$ cat src/rtl/ggf_pkg.sv
package ggf_pkg;

    // field widths
    localparam int AngleW   = 11;
    localparam int TimeW    = 32;
    localparam int TimeoutW = 16;
    localparam int KindW    = 2;
    localparam int StateW   = 3;

    // stream packing
    localparam int InDataW  = 48;
    localparam int OutDataW = 24;

    // configuration port
    localparam int AddrW = 5;
    localparam int DataW = 32;

    localparam logic [AngleW-1:0]   AngleMax      = 11'd1800;
    localparam logic [AngleW-1:0]   OpenAngleRst  = 11'd900;
    localparam logic [AngleW-1:0]   CloseAngleRst = 11'd100;
    localparam logic [AngleW-1:0]   CloseStepRst  = 11'd20;
    localparam logic [AngleW-1:0]   StallRst      = 11'd50;
    localparam logic [TimeoutW-1:0] TimeoutRst    = 16'd1500;

    typedef enum logic [StateW-1:0] {
        ST_OPEN    = 3'd0,
        ST_CLOSING = 3'd1,
        ST_CLOSED  = 3'd2,
        ST_GRASPED = 3'd3,
        ST_OPENING = 3'd4
    } ggf_state_t;

    typedef enum logic [KindW-1:0] {
        KIND_TICK  = 2'd0,
        KIND_OPEN  = 2'd1,
        KIND_CLOSE = 2'd2,
        KIND_SET   = 2'd3
    } ggf_kind_t;

    typedef enum logic [2:0] {
        REG_OPEN_ANGLE  = 3'd0,
        REG_CLOSE_ANGLE = 3'd1,
        REG_CLOSE_STEP  = 3'd2,
        REG_STALL       = 3'd3,
        REG_TIMEOUT     = 3'd4
    } ggf_reg_t;

endpackage

$ cat src/rtl/gripper_grasp_fsm.sv
// Gripper grasp controller. Each request on the s_ stream is a tick, an open command, a
// close command or a set-angle command with a millisecond timestamp; each yields exactly
// one result on the m_ stream with the new state, the commanded angle and the servo strobes.
// One request is taken every clock cycle unless m_tready stalls; a result passes the input
// register and then the result register, with the state update (one subtract, a clamp and
// a few compares) in between. m_tready low stalls both stages once they are full. The user
// must write configuration over APB only while no request is in flight; it is not enforced.
module gripper_grasp_fsm
    import ggf_pkg::*;
(
    input  logic                aclk,
    input  logic                aresetn,
    // configuration
    input  logic                psel,
    input  logic                penable,
    input  logic                pwrite,
    input  logic [AddrW-1:0]    paddr,
    input  logic [DataW-1:0]    pwdata,
    output logic [DataW-1:0]    prdata,
    output logic                pready,
    // requests
    input  logic                s_tvalid,
    output logic                s_tready,
    // now_ms [31:0], angle_in [42:32], servo_busy [43], zero [47:44]
    input  logic [InDataW-1:0]  s_tdata,
    // kind [1:0]
    input  logic [KindW-1:0]    s_tuser,
    // results
    output logic                m_tvalid,
    input  logic                m_tready,
    // state_code [2:0], angle_out [13:3], angle_write [14], open_move_start [15],
    // grasped_flag [16], zero [23:17]
    output logic [OutDataW-1:0] m_tdata
);

    // configuration registers
    logic [AngleW-1:0]   open_angle_reg;
    logic [AngleW-1:0]   close_angle_reg;
    logic [AngleW-1:0]   close_step_reg;
    logic [AngleW-1:0]   stall_margin_reg;
    logic [TimeoutW-1:0] timeout_reg;

    // input stage
    logic                in_valid_reg;
    ggf_kind_t           in_kind_reg;
    logic [TimeW-1:0]    in_now_reg;
    logic [AngleW-1:0]   in_angle_reg;
    logic                in_busy_reg;

    // controller state
    ggf_state_t          state_reg, state_next;
    logic [AngleW-1:0]   angle_reg, angle_next;
    logic [TimeW-1:0]    start_reg, start_next;

    // result stage
    logic                out_valid_reg;
    ggf_state_t          out_state_reg;
    logic [AngleW-1:0]   out_angle_reg;
    logic                out_write_reg, out_move_reg, out_grasp_reg;

    logic                out_free, advance;
    logic                wr_next, move_next;
    logic [TimeW-1:0]    elapsed;
    logic                timed_out;
    logic [AngleW:0]     stall_level;
    logic [AngleW:0]     step_diff;
    logic [AngleW-1:0]   sat_angle;
    logic [2:0]          reg_index;
    logic                cfg_write;

    // apb access
    assign pready    = 1'b1;
    assign reg_index = paddr[AddrW-1:2];
    assign cfg_write = psel && penable && pwrite && pready;

    always_ff @(posedge aclk) begin
        if (!aresetn) begin
            open_angle_reg   <= OpenAngleRst;
            close_angle_reg  <= CloseAngleRst;
            close_step_reg   <= CloseStepRst;
            stall_margin_reg <= StallRst;
            timeout_reg      <= TimeoutRst;
        end else if (cfg_write) begin
            case (reg_index)
                REG_OPEN_ANGLE:  open_angle_reg   <= pwdata[AngleW-1:0];
                REG_CLOSE_ANGLE: close_angle_reg  <= pwdata[AngleW-1:0];
                REG_CLOSE_STEP:  close_step_reg   <= pwdata[AngleW-1:0];
                REG_STALL:       stall_margin_reg <= pwdata[AngleW-1:0];
                REG_TIMEOUT:     timeout_reg      <= pwdata[TimeoutW-1:0];
                default: ;
            endcase
        end
    end

    // register read back
    always_comb begin
        case (reg_index)
            REG_OPEN_ANGLE:  prdata = {{(DataW-AngleW){1'b0}}, open_angle_reg};
            REG_CLOSE_ANGLE: prdata = {{(DataW-AngleW){1'b0}}, close_angle_reg};
            REG_CLOSE_STEP:  prdata = {{(DataW-AngleW){1'b0}}, close_step_reg};
            REG_STALL:       prdata = {{(DataW-AngleW){1'b0}}, stall_margin_reg};
            REG_TIMEOUT:     prdata = {{(DataW-TimeoutW){1'b0}}, timeout_reg};
            default:         prdata = '0;
        endcase
    end

    // pipeline flow
    assign out_free = !out_valid_reg || m_tready;
    assign advance  = in_valid_reg && out_free;
    assign s_tready = !in_valid_reg || out_free;

    always_ff @(posedge aclk) begin
        if (!aresetn) begin
            in_valid_reg <= 1'b0;
        end else if (s_tready) begin
            in_valid_reg <= s_tvalid;
        end
    end

    always_ff @(posedge aclk) begin
        if (s_tready && s_tvalid) begin
            in_kind_reg  <= ggf_kind_t'(s_tuser);
            in_now_reg   <= s_tdata[TimeW-1:0];
            in_angle_reg <= s_tdata[TimeW+AngleW-1:TimeW];
            in_busy_reg  <= s_tdata[TimeW+AngleW];
        end
    end

    // shared datapath terms
    assign elapsed     = in_now_reg - start_reg;
    assign timed_out   = elapsed > {{(TimeW-TimeoutW){1'b0}}, timeout_reg};
    assign stall_level = {1'b0, close_angle_reg} + {1'b0, stall_margin_reg};
    assign step_diff   = {1'b0, angle_reg} - {1'b0, close_step_reg};
    assign sat_angle   = (in_angle_reg > AngleMax) ? AngleMax : in_angle_reg;

    // next state
    always_comb begin
        state_next = state_reg;
        case (in_kind_reg)
            KIND_TICK: begin
                case (state_reg)
                    ST_CLOSING: begin
                        if (timed_out) begin
                            state_next = ({1'b0, angle_reg} > stall_level) ? ST_GRASPED
                                                                          : ST_CLOSED;
                        end else if (!(angle_reg > close_angle_reg)) begin
                            state_next = ST_CLOSED;
                        end
                    end
                    ST_OPENING: begin
                        if (!in_busy_reg) begin
                            state_next = ST_OPEN;
                        end
                    end
                    default: ;
                endcase
            end
            KIND_OPEN:  state_next = ST_OPENING;
            KIND_CLOSE: state_next = ST_CLOSING;
            default: ;
        endcase
    end

    // angle, timestamp and strobes
    always_comb begin
        angle_next = angle_reg;
        start_next = start_reg;
        wr_next    = 1'b0;
        move_next  = 1'b0;
        case (in_kind_reg)
            KIND_TICK: begin
                if (state_reg == ST_CLOSING && !timed_out && angle_reg > close_angle_reg) begin
                    wr_next = 1'b1;
                    if (step_diff[AngleW] || step_diff[AngleW-1:0] < close_angle_reg) begin
                        angle_next = close_angle_reg;
                    end else begin
                        angle_next = step_diff[AngleW-1:0];
                    end
                end else if (state_reg == ST_OPENING && !in_busy_reg) begin
                    angle_next = open_angle_reg;
                end
            end
            KIND_OPEN: move_next = 1'b1;
            KIND_CLOSE: begin
                start_next = in_now_reg;
                angle_next = sat_angle;
            end
            default: begin
                angle_next = sat_angle;
                wr_next    = 1'b1;
            end
        endcase
    end

    always_ff @(posedge aclk) begin
        if (!aresetn) begin
            state_reg <= ST_OPEN;
            angle_reg <= OpenAngleRst;
            start_reg <= '0;
        end else if (advance) begin
            state_reg <= state_next;
            angle_reg <= angle_next;
            start_reg <= start_next;
        end
    end

    // result register
    always_ff @(posedge aclk) begin
        if (!aresetn) begin
            out_valid_reg <= 1'b0;
        end else if (out_free) begin
            out_valid_reg <= in_valid_reg;
        end
    end

    always_ff @(posedge aclk) begin
        if (advance) begin
            out_state_reg <= state_next;
            out_angle_reg <= angle_next;
            out_write_reg <= wr_next;
            out_move_reg  <= move_next;
            out_grasp_reg <= (state_next == ST_GRASPED);
        end
    end

    assign m_tvalid = out_valid_reg;
    assign m_tdata  = {{(OutDataW-StateW-AngleW-3){1'b0}}, out_grasp_reg, out_move_reg,
                       out_write_reg, out_angle_reg, out_state_reg};

endmodule

$ cat config.mk
export PLATFORM = sky130hd
export DESIGN_NAME = gripper_grasp_fsm
export DESIGN_NICKNAME = d
export VERILOG_FILES = /design/src/rtl/ggf_pkg.sv /design/src/rtl/gripper_grasp_fsm.sv
export SDC_FILE = /design/constraint.sdc
export NUM_CORES = 1
export LEC_CHECK = 0
export BUFFER_PORTS_ARGS = -buffer_cell sky130_fd_sc_hd__buf_2
export CAP_MARGIN = 40
export CORE_ASPECT_RATIO = 1.2
export CORE_MARGIN = 2
export CORE_UTILIZATION = 45
export CTS_CLUSTER_SIZE = 10
export DETAILED_ROUTE_END_ITERATION = 16
export PLACE_DENSITY = 0.62
export REMOVE_ABC_BUFFERS = 1
export SETUP_SLACK_MARGIN = 0.4
export SKIP_CTS_REPAIR_TIMING = 1
export SLEW_MARGIN = 20
export SYNTH_ARGS = -nofsm -noshare
export SYNTH_HDL_FRONTEND = slang
export SYNTH_SLANG_ARGS = --single-unit
$ cat constraint.sdc
create_clock -name aclk -period 7.47 [get_ports aclk]
set_clock_uncertainty 0.05 [all_clocks]
set_input_delay 0.3735 -clock aclk [delete_from_list [all_inputs] [get_ports aclk]]
set_output_delay 0.3735 -clock aclk [all_outputs]
set_load 0.05 [all_outputs]
# --- Yosys cells after proc, flatten, opt, wreduce, memory -nomap -nowiden ---
# Cells that the tools add are included.
totals:
  reg_bits: 171
  input_bits: 94
  word_cells: 74
classes:
  n_addsub: 3
  magnitude_cmp: 5
  n_eq_ne: 9
  muxes: 15
  n_reduce_logical: 23
ops:
  columns: ["operator", "n"]
  rows:
  - ["16-bit one-hot mux with 5 select lines", 1]
  - ["11-bit two-way mux", 4]
  - ["32-bit by 16-bit greater-than comparator with 1-bit output", 1]
  - ["32-bit subtractor", 1]
  - ["11-bit one-hot mux with 2 select lines", 1]
  - ["11-bit by 11-bit adder with 12-bit output", 1]
  - ["11-bit by 12-bit greater-than comparator with 1-bit output", 1]
  - ["2-bit AND reduction", 6]
  - ["11-bit by 11-bit subtractor with 12-bit output", 1]
  - ["11-bit greater-than comparator", 1]
  - ["11-bit greater-than comparator (second input constant)", 1]
  - ["11-bit < comparator", 1]
  - ["3-bit by 2-bit equality test with 1-bit output (second input constant)", 3]
  - ["3-bit two-way mux", 3]
  - ["3-bit one-hot mux with 3 select lines", 1]
  - ["1-bit logical AND", 7]
  - ["3-bit by 1-bit equality test with 1-bit output (second input constant)", 2]
  - ["3-bit equality test (second input constant)", 2]
  - ["3-bit one-hot mux with 2 select lines", 1]
  - ["1-bit zero test", 4]
  - ["3-bit zero test", 1]
  - ["1-bit logical OR", 3]
  - ["1-bit two-way mux", 3]
  - ["2-bit by 1-bit equality test with 1-bit output (second input constant)", 1]
  - ["4 further kinds", 4]

# --- Depth between registers and ports, before layout ---
# Gate-level depths: netlist of the first run.
depth:
  ltp_word: 7
  mapped_depth: 22
  ltp_nobuf: 22

# --- Least setup slack after synthesis of the first run ---
# OpenSTA, ideal clock, no wires.
synth_timing:
  kind: "flip-flop to flip-flop"
  startpoint: "reg in_now_reg[0]"
  endpoint: "reg out_grasp_reg, data pin"
  t_arrival_ps: 4549
  required_time_ps: 7155
  path_slack_ps: 2606
  stages_incl_launch_ff: 21
  synth_period_minus_slack_ps: 4864
  cell_sequence: "edfxtp_1 > inv_1 > ha_1 > fa_1 > nand2b_1 > a21oi_1 > o21a_1 > nand2b_1 > a21oi_1 > xnor2_1 > ha_1 > nand4_1 > nor3_1 > a21boi_1 > o31a_1 > or3_1 > a2111oi_4 > nand3_4 > or4b_1 > a22oi_2 > nor4b_2"
synth_via:
  elab_chain_len: 6
synth_rtl:
  columns: ["item", "line", "text"]
  rows:
  - ["start, declared", "gripper_grasp_fsm.sv:46", "logic [TimeW-1:0] in_now_reg;"]
  - ["start signal, assigned", "gripper_grasp_fsm.sv:123", "in_now_reg <= s_tdata[TimeW-1:0];"]
  - ["32-bit subtractor", "gripper_grasp_fsm.sv:130", "assign elapsed = in_now_reg - start_reg;"]
  - ["32-bit by 16-bit greater-than comparator with 1-bit output", "gripper_grasp_fsm.sv:131", "assign timed_out = elapsed > {{(TimeW-TimeoutW){1'b0}}, timeout_reg};"]
  - ["3-bit two-way mux", "gripper_grasp_fsm.sv:143", "if (timed_out) begin"]
  - ["3-bit one-hot mux with 2 select lines", "gripper_grasp_fsm.sv:141", "case (state_reg)"]
  - ["3-bit one-hot mux with 3 select lines", "gripper_grasp_fsm.sv:139", "case (in_kind_reg)"]
  - ["3-bit by 2-bit equality test with 1-bit output", "gripper_grasp_fsm.sv:222", "out_grasp_reg <= (state_next == ST_GRASPED);"]
  - ["end signal, assigned", "gripper_grasp_fsm.sv:222", null]
  - ["end, declared", "gripper_grasp_fsm.sv:59", "logic out_write_reg, out_move_reg, out_grasp_reg;"]
# No other way between the ends.
# A chain may end at the register's enable or synchronous reset.

# --- Worst setup path in the final report of the first run ---
layout_timing:
  startpoint: "reg in_now_reg[9]"
  endpoint: "reg out_angle_reg[2], data pin"
layout_via:
  elab_chain_len: 7
layout_rtl:
  columns: ["item", "line", "text"]
  rows:
  - ["32-bit subtractor", "gripper_grasp_fsm.sv:130", null]
  - ["32-bit by 16-bit greater-than comparator with 1-bit output", "gripper_grasp_fsm.sv:131", null]
  - ["1-bit zero test", "gripper_grasp_fsm.sv:172", "if (state_reg == ST_CLOSING && !timed_out && angle_reg > close_angle_reg) begin"]
  - ["1-bit logical AND (2 in series)", "gripper_grasp_fsm.sv:172", null]
  - ["11-bit two-way mux", "gripper_grasp_fsm.sv:172", null]
  - ["11-bit one-hot mux with 2 select lines", "gripper_grasp_fsm.sv:170", "case (in_kind_reg)"]
  - ["net angle_next[2]", "gripper_grasp_fsm.sv:52", "logic [AngleW-1:0] angle_reg, angle_next;"]
  - ["end signal, assigned", "gripper_grasp_fsm.sv:219", "out_angle_reg <= angle_next;"]
  - ["end, declared", "gripper_grasp_fsm.sv:58", "logic [AngleW-1:0] out_angle_reg;"]
# The timed path passes the listed nets, and every way through them passes these cells.

==> reports/summary.txt, run 1 <==
Avg Inst Size Synth - 8.54 sq um
Total GRT Usage - 22.5%
Final period util - 75.8%
Post-route cell area - 0.0129 sq mm
Post-synthesis simple-gate area fraction - 18.0%
I/O pin cnt - 153
Util after Layout - 50.9%
Post-route setup slack - 1810 ps
Share of cells above drive strength 1 - 12.8%
Power share of the sequential group - 42.5%
Yosys top cell by area - dfxtp_1
Cell Area, Synth - 0.0115 sq mm
Max Slew Vio Count - 0
Critical Path Source - in_now_reg[9]$_DFFE_PP_
Vias in the first global route - 9272
Clk_lat worst skew - 440 ps
DR top layer - met4
Met2 Wirelength - 15000 um
Yosys warnings - 0
DIE HEIGHT - 179 um
I/O Buffers - 106
XOR/XNOR Fraction of Synth Area - 2.28%
Number of cell rows - 64
Compound-Gate Fraction of Synth Area - 22.7%
CTS clk-pin slew, worst paths - 80 ps
Asr flop ratio synth - 0%
Crit Path Class - flip-flop to flip-flop
Met3 wire len - 1180 um
Max incr delay on CP - 700 ps
Top cells by count, synth - nand2_1, dfxtp_1, ha_1
Synth Flop Type - dfxtp_1
Initial drt markers - 522
Setup-failing EPs final - 0
Metal1 wirelength - 12600 um
Die W - 150 um
Count leader, synth - nand2_1
Worst Max-Slew Pin Slew - 759 ps
Post-Synth Adder-Cell Area - 11.5%
Area delta synth->final - 12.0%
Multiplexer share of the synthesized area - 3.43%
Status - finished clean
Critical-path maximum fanout - 7
CTS buffer count - 17
Crit path buf inv count - 0
Placed inst area - 0.0122 sq mm
Reg2reg start - in_now_reg[9]$_DFFE_PP_
Distinct cells, synth - 79
Routed len/inst - 16.7 um
Net Sw Frac - 31.0%
Hold path start - s_tdata[19]
Clock Power Share - 37.8%
PD cells - 188 mW/mm^2
Max-Cap Viols - 0
GRT overflow - 0
Cell breakdown of the critical path - ha_1, a21oi_2, nand2_1, a32oi_1, and3_1, xnor2_1, ha_1, a21o_1, a21oi_1, o32ai_1, o31a_1, or3_1, a2111oi_4, nand3_4, nor4b_4, mux2i_1, nand2_1
CORE AREA - 0.0253 sq mm
Antenna Nets Post-Route - 0
Final hold vios - 0
Post-synth EDFFs - 63
Crit path required time - 7600 ps
CTS Sinks - 171
Total die area - 0.0269 sq mm
Proportion of power drawn by combinational gates - 19.7%
CTS tree - yes
Largest family of logic cells by synthesized area - compound AO/OA/AOI/OAI gates
Max-slew headroom - 49.2%
Pin count of the biggest net entering global routing - 59
RSZ-0062 raised after global routing - false
CP Capture Type - flip-flop
Cells after Synth - 1348
# DRC - 0
Vias/cell - 5.51
Vias - 9757
Placed wire-length estimate - 22600 um
Setup_tns - 0 ps
Initial antenna violation count - 1
# H-tree levels - 4
Worst Hold Class - input pin to flip-flop
Post-synth top area share - 18.8%
Clock period minus worst slack - 5660 ps
Clock root buffer - clkbuf_16
First-pass GRT wire length - 47200 um
Max Buffers Root-to-Sink - 2
Largest cells by area after synthesis - dfxtp_1, edfxtp_1, ha_1, nand2_1, a21boi_0
Initial core utilization - 45.5%
Drt first pass iters - 5
Cell Int Power - 1.67 mW
Gpl congestion - 0.857
Top delay family on crit path - compound AO/OA/AOI/OAI gates
Sequential-to-total area share from yosys stat - 35.2%
Pre-CTS worst setup slack - 1870 ps
CP max stage cell - nor4b_4
Peak VDD IR - 0.150 mV
Pleak - 5.17 nW
Fmax - 0.177 GHz
Final-stage net count - 1625
CP Launch Type - flip-flop
FILL cells - 2445
Routed WL - 29600 um
Sw Pwr - 0.749 mW
Flops & latches, synth - 171
Critical path data arrival time - 5800 ps
-- final timing paths --
check / end / slack, ps / cells past startpoint
setup / recovery: out_angle_reg[2]$_DFFE_PP_ / 1810 / 17
hold reg to reg: start_reg[14]$_SDFFE_PN0P_ / 410 / 2
setup reg to reg: out_angle_reg[2]$_DFFE_PP_ / 1810 / 17
hold / removal: in_now_reg[19]$_DFFE_PP_ / 50 / 1
-- per-layer routing --
layer / vias up / track usage, %
met4: 0 / 9.12
met5: - / 0
li1: 4915 / -
met3: 42 / 3.51
met1: 4562 / 27.0
met2: 238 / 40.0
-- kinds of logic after synthesis --
family                     count (synthesis)
AOI/OAI and AO/OA                        382
xor gates and xnor gates                  30
adders and majority gates                104
buffers and inverters                    179
DFF                                      171
muxes                                     38
other                                      2
and+or+nand+nor                          442
-- cells in the final DEF (no fill, tap or decap), drive strengths merged, types with 21 or more instances in the layout --
cell / instances
nand2: 236
buf: 120
dfxtp: 108
inv: 104
ha: 101
a21oi: 86
a21boi: 66
edfxtp: 63
o21ai: 60
nor2: 54
nand3: 37
mux2i: 36
a22oi: 28
nor2b: 24
conb: 24
a21o: 22
o211ai: 21
xnor2: 21
-- through the flow --
step / cells / hold slack [ps] / total power [mW]
after floorplan: 1287 / 393 / 1.38
after global placement: 1729 / 403 / 1.51
after detailed placement: 1734 / 407 / 1.52
after CTS: 1766 / 24.7 / 2.44
after global routing: 1770 / 25.3 / 2.54
final: 1771 / 48.5 / 2.42
-- cell type report --
type / count / area, sq um / share of cell area, %
multi-input cells: 1020 / 6760 / 52.4
flip-flops and latches: 171 / 4050 / 31.5
repair buffers: 121 / 698 / 5.42
clock buffers: 18 / 450 / 3.50
well taps: 330 / 413 / 3.21
inverters: 96 / 360 / 2.80
clock inverters: 14 / 149 / 1.16
diodes: 1 / 2.50 / 0.0194
-- power groups by stage --
stage / logic [mW] / clock network (mW) / registers, mW
6_report: 0.477 / 0.914 / 1.03
5_1_grt: 0.530 / 0.977 / 1.03
4_1_cts: 0.470 / 0.936 / 1.03
3_5_place_dp: 0.468 / 0 / 1.05
3_3_place_gp: 0.457 / 0 / 1.05
2_1_floorplan: 0.324 / 0 / 1.06
No activity file was read; power rests on OpenSTA's default activity.
==> run 2, diff against run 1 <==
PLACE_DENSITY = 0.64   (was 0.62)
clock period = 4.8 ns   (was 7.47 ns; I/O delays follow)
==> run 2 against run 1 <==
Compared with the run above:
- hold slack got worse by 48 ps
- die area did not move
- sequential power rose by 55%
- count of clock-buffer cells in the layout did not move
- register-to-register slack got worse by 1800 ps
- utilization rose by 3.8 points
- via count rose by 4.3%
- critical path depth rose by 2
- first-iteration DRC count rose by 46%
- combinational power rose by 74%
- design area rose by 7.5%
- flip-flop and latch count did not move
- critical path type unchanged
- largest cell class unchanged
- highest routed layer unchanged
==> reports/summary.txt, run 2 (synthesis results as in run 1) <==
Clk_lat worst skew - 450 ps
Clock root buffer - clkbuf_16
Area delta synth->final - 20.3%
Share of cells above drive strength 1 - 16.7%
Antenna Nets Post-Route - 0
Hold path start - pwdata[12]
CTS buffer count - 17
Total die area - 0.0269 sq mm
Worst Hold Class - input pin to flip-flop
Final period util - 99.0%
CORE AREA - 0.0253 sq mm
Placed inst area - 0.0126 sq mm
Drt first pass iters - 5
GRT overflow - 0
I/O Buffers - 106
Worst hold endpoint - timeout_reg[12]$_SDFFE_PN0P_
Gpl congestion - 0.899
Net Sw Frac - 31.4%
Cell Int Power - 2.60 mW
PD cells - 274 mW/mm^2
Clock Power Share - 36.1%
Vias/cell - 5.47
Routed len/inst - 16.7 um
Sw Pwr - 1.19 mW
Initial antenna violation count - 1
DIE HEIGHT - 179 um
Reg2reg start - in_now_reg[3]$_DFFE_PP_
Initial drt markers - 760
Total GRT Usage - 23.0%
FF-to-FF End - out_grasp_reg$_DFFE_PP_
Most frequent cells in the layout - nand2_1, dfxtp_1, buf_2
Post-route cell area - 0.0138 sq mm
Proportion of power drawn by combinational gates - 21.9%
Worst r2r path cells - 19
Pleak - 5.59 nW
Max Slew Vio Count - 0
Hold Path Depth - 3
Setup-failing EPs final - 0
Crit path required time - 4940 ps
# DRC - 0
Max Buffers Root-to-Sink - 2
CTS tree - yes
Peak VDD IR - 0.215 mV
FILL cells - 2378
CP Launch Type - flip-flop
Die W - 150 um
CTS clk-pin slew, worst paths - 70 ps
Reg2reg setup slack - 50 ps
Vias - 10.2k
# H-tree levels - 4
Final-stage net count - 1716
Fmax - 0.211 GHz
Status - finished clean
Max-Cap Viols - 0
CP Capture Type - flip-flop
Pin count of the biggest net entering global routing - 67
Leading cell type in the layout, fill and taps excluded - nand2_1
Critical path data arrival time - 4890 ps
Routed WL - 31100 um
Setup_tns - 0 ps
Crit Path Class - flip-flop to flip-flop
Critical-path maximum fanout - 3
CTS Sinks - 171
I/O pin cnt - 153
Number of cell rows - 64
Max-slew headroom - 42.4%
Worst Max-Slew Pin Slew - 864 ps
Placed wire-length estimate - 23100 um
Final hold vios - 0
Vias in the first global route - 9355
Power share of the sequential group - 42.0%
First-pass GRT wire length - 48300 um
Clock period minus worst slack - 4750 ps
Initial core utilization - 45.5%
RSZ-0062 raised after global routing - true
run 2: changes by cell type in the layout (fill, tap and decap cells not counted), moves of 3 or more:
cell and delta:
buf_6 +4, a21oi_1 -3, mux2i_4 +8, nand2_1 -3
nand2_2 +3, buf_4 +45, inv_6 +3, dlygate4sd3_1 +46
mux2i_1 -8
run 2: critical path, cell delays in order, from the launching register on:
cell and delay [ps]:
edfxtp_1 420, ha_1 320, buf_4 160, o211ai_1 280, a21oi_4 50, o21a_1 210, nand2b_4 150, a21oi_1 150
xnor2_1 140, ha_1 260, nand4_1 120, buf_4 130, o21bai_1 70, o31a_1 330, or3_4 380, a2111oi_4 250
nand3_4 150, or4b_4 540, a22oi_2 270, nor4b_2 70
run 2: final cells by class:
cell class	count	area, sq um	share of cell area (%)
clock buffers	18	450	3.25
inverters	96	360	2.60
multi-input cells	1020	6960	50.3
repair buffers	212	1480	10.7
diodes	1	2.50	0.0181
clock inverters	14	123	0.886
well taps	330	413	2.98
flip-flops and latches	171	4050	29.3
run 2: worst max path at each step:
stage | from | to | slack [ps] | cells past startpoint
6_report | in_now_reg[3]$_DFFE_PP_ | out_grasp_reg$_DFFE_PP_ | 50 | 19
5_1_grt | in_now_reg[2]$_DFFE_PP_ | out_angle_reg[5]$_DFFE_PP_ | -150 | 23
4_1_cts | in_now_reg[0]$_DFFE_PP_ | out_grasp_reg$_DFFE_PP_ | -300 | 20
3_5_place_dp | in_now_reg[0]$_DFFE_PP_ | out_grasp_reg$_DFFE_PP_ | -240 | 20
3_3_place_gp | in_now_reg[0]$_DFFE_PP_ | out_grasp_reg$_DFFE_PP_ | -180 | 20
2_1_floorplan | in_now_reg[0]$_DFFE_PP_ | out_grasp_reg$_DFFE_PP_ | -60 | 20
run 2: metrics by stage:
step / utilization, % / hold slack [ps] / setup slack, ps / power (mW) / instances
2_1_floorplan: - / 262 / -64.5 / 2.15 / 1287
3_3_place_gp: 49.5 / 367 / -183 / 2.38 / 1777
3_5_place_dp: 49.7 / 368 / -245 / 2.40 / 1780
4_1_cts: 51.9 / -109 / -295 / 3.78 / 1812
5_1_grt: 54.7 / 11.0 / -147 / 3.98 / 1861
6_report: 54.7 / 0.0399 / 49.5 / 3.80 / 1862
run 2: layer usage:
metal	GRT usage, %	share of wire, %	vias to the layer above
met1	27.8	42	4758
met3	3.23	3.6	67
met2	40.5	50	240
met5	0	0	-
li1	-	-	5111
met4	10.6	4.0	0
run 2: power groups by stage:
| stage | sequential, mW | clock (mW) | combinational, mW |
|---|---|---|---|
| 3_5_place_dp | 1.63 | 0 | 0.773 |
| 4_1_cts | 1.60 | 1.40 | 0.777 |
| 5_1_grt | 1.60 | 1.46 | 0.920 |
| 3_3_place_gp | 1.63 | 0 | 0.755 |
| 2_1_floorplan | 1.65 | 0 | 0.504 |
| 6_report | 1.60 | 1.37 | 0.832 |
==> run 3, diff against run 2 <==
BUFFER_PORTS_ARGS = not set   (was -buffer_cell sky130_fd_sc_hd__buf_2)
DONT_BUFFER_PORTS = 1   (was not set)
PLACE_DENSITY = not set   (was 0.64)
==> run 3 against run 2 <==
Compared with the run above:
- the run now ends with negative hold slack, negative setup slack left
- power rose by 0.45%
- global-route usage barely moved
- die area did not move
- flip-flop and latch count did not move
- maximum frequency fell by 3.1%
- critical path depth rose by 1
- critical path type unchanged
- largest cell class unchanged
- largest power group unchanged
- highest routed layer unchanged
==> reports/summary.txt, run 3 (synthesis results as in run 1) <==
Status - finished with violations
Failing checks - negative hold slack, negative setup slack
Worst Max-Slew Pin Slew - 803 ps
Die W - 150 um
CP Capture Type - flip-flop
Final period util - 102%
First-pass GRT wire length - 47800 um
Max incr delay on CP - 550 ps
Routed WL - 31300 um
Initial antenna violation count - 1
Initial drt markers - 608
Total die area - 0.0269 sq mm
Critical path data arrival time - 5040 ps
Clock period minus worst slack - 4900 ps
Share of cells above drive strength 1 - 11.8%
Post-route setup slack - -103 ps
Max-slew headroom - 46.4%
Vias - 9994
Finished Layout Cells - 1791
CTS clk-pin slew, worst paths - 80 ps
RSZ-0062 raised after global routing - true
FILL cells - 2378
Routed len/inst - 17.5 um
Max Buffers Root-to-Sink - 2
Max-Cap Viols - 0
CP max stage cell - or4b_4
# H-tree levels - 4
Placed insts - 1687
Pin count of the biggest net entering global routing - 114
Clock root buffer - clkbuf_16
Max Slew Vio Count - 0
Placed wire-length estimate - 22800 um
Placed inst area - 0.0121 sq mm
Drt first pass iters - 5
Clk_lat worst skew - 450 ps
CTS Sinks - 171
Reg2reg setup slack - -100 ps
Crit Path Class - flip-flop to flip-flop
I/O Buffers - 0
Leading cell type in the layout, fill and taps excluded - nand2_1
Crit path required time - 4940 ps
Setup-failing EPs final - 10
Gpl congestion - 0.876
Number of cell rows - 64
GRT overflow - 0
Total GRT Usage - 23.0%
Pleak - 5.34 nW
Critical-path maximum fanout - 4
CORE AREA - 0.0253 sq mm
Final-stage net count - 1645
Worst hold slack - -6.69 ps
Area delta synth->final - 19.1%
Worst Hold Class - input pin to flip-flop
DIE HEIGHT - 179 um
Post-route cell area - 0.0137 sq mm
Fmax - 0.204 GHz
Top delay family on crit path - simple AND/OR/NAND/NOR gates
Most frequent cells in the layout - nand2_1, dfxtp_1, ha_1
Final hold vios - 2
Vias/cell - 5.58
Antenna Nets Post-Route - 0
Peak VDD IR - 0.248 mV
# DRC - 0
Pre-CTS worst setup slack - -342 ps
Crit path buf inv count - 1
Cell breakdown of the critical path - inv_1, ha_1, fa_1, nand2b_4, a21oi_2, o21a_1, nand2b_4, a21oi_1, xnor2_1, ha_1, nand4_1, nor3_1, a21boi_1, o31a_1, or3_4, a2111oi_4, nand3_4, or4b_4, a22oi_2, nor4b_4
Initial core utilization - 45.5%
Vias in the first global route - 9103
PD cells - 279 mW/mm^2
CP Launch Type - flip-flop
CTS tree - yes
I/O pin cnt - 153
Setup_tns - -513 ps
CTS buffer count - 17
## run 3: changes by cell type in the layout (fill, tap and decap cells not counted), sizes merged
cell and change:
dlygate4sd3 +18, clkinvlp -1, clkinv +1, buf -89
## run 3: path summary, 6_finish.rpt
| kind | start | end | cells past startpoint |
|---|---|---|---|
| worst max-delay path | in_now_reg[0]$_DFFE_PP_ | out_grasp_reg$_DFFE_PP_ | 20 |
| worst min-delay path | aresetn | state_reg[0]$_SDFFE_PN0P_ | 3 |
| worst max register to register | in_now_reg[0]$_DFFE_PP_ | out_grasp_reg$_DFFE_PP_ | 20 |
| worst min register to register | start_reg[14]$_SDFFE_PN0P_ | start_reg[14]$_SDFFE_PN0P_ | 2 |
## run 3: area by class of cell
cell class	count	area, sq um	share of cell area, %
antenna	1	2.50	0.0183
clock buffer	18	450	3.29
sequential	171	4060	29.6
clock inverter	14	141	1.03
timing repair buffer	141	1260	9.22
tap	330	413	3.01
inverter	96	360	2.63
multi-input combinational	1020	7010	51.2
## run 3: per-layer routing
metal  vias up  share of wire, %  GRT usage, %
li1       4968                 -             -
met1      4709                42          26.7
met2       250                50          41.3
met3        67               3.6          3.61
met4         0               4.0          10.7
met5         -                 0             0
## run 3: power breakdown
group	total (mW)	switching (mW)	internal [mW]
Combinational	0.780	0.455	0.325
Sequential	1.63	0.0683	1.56
Clock	1.41	0.683	0.725
## run 3: per-stage QoR
| stage | total power, mW | hold slack, ps | utilization, % |
|---|---|---|---|
| final | 3.82 | -6.69 | 54.1 |
| after global placement | 2.32 | 289 | 47.5 |
| after CTS | 3.75 | -188 | 50.3 |
| after floorplan | 2.15 | 262 | - |
| after detailed placement | 2.34 | 289 | 47.9 |
| after global routing | 3.98 | 17.6 | 54.1 |
## run 3: worst reg2reg max path, stage by stage (launching register included)
cell and delay, ps:
edfxtp_1 350, inv_1 50, ha_1 230, fa_1 390, nand2b_4 160, a21oi_2 170
o21a_1 180, nand2b_4 150, a21oi_1 70, xnor2_1 210, ha_1 280, nand4_1 110
nor3_1 80, a21boi_1 130, o31a_1 330, or3_4 390, a2111oi_4 250, nand3_4 160
or4b_4 560, a22oi_2 310, nor4b_4 70
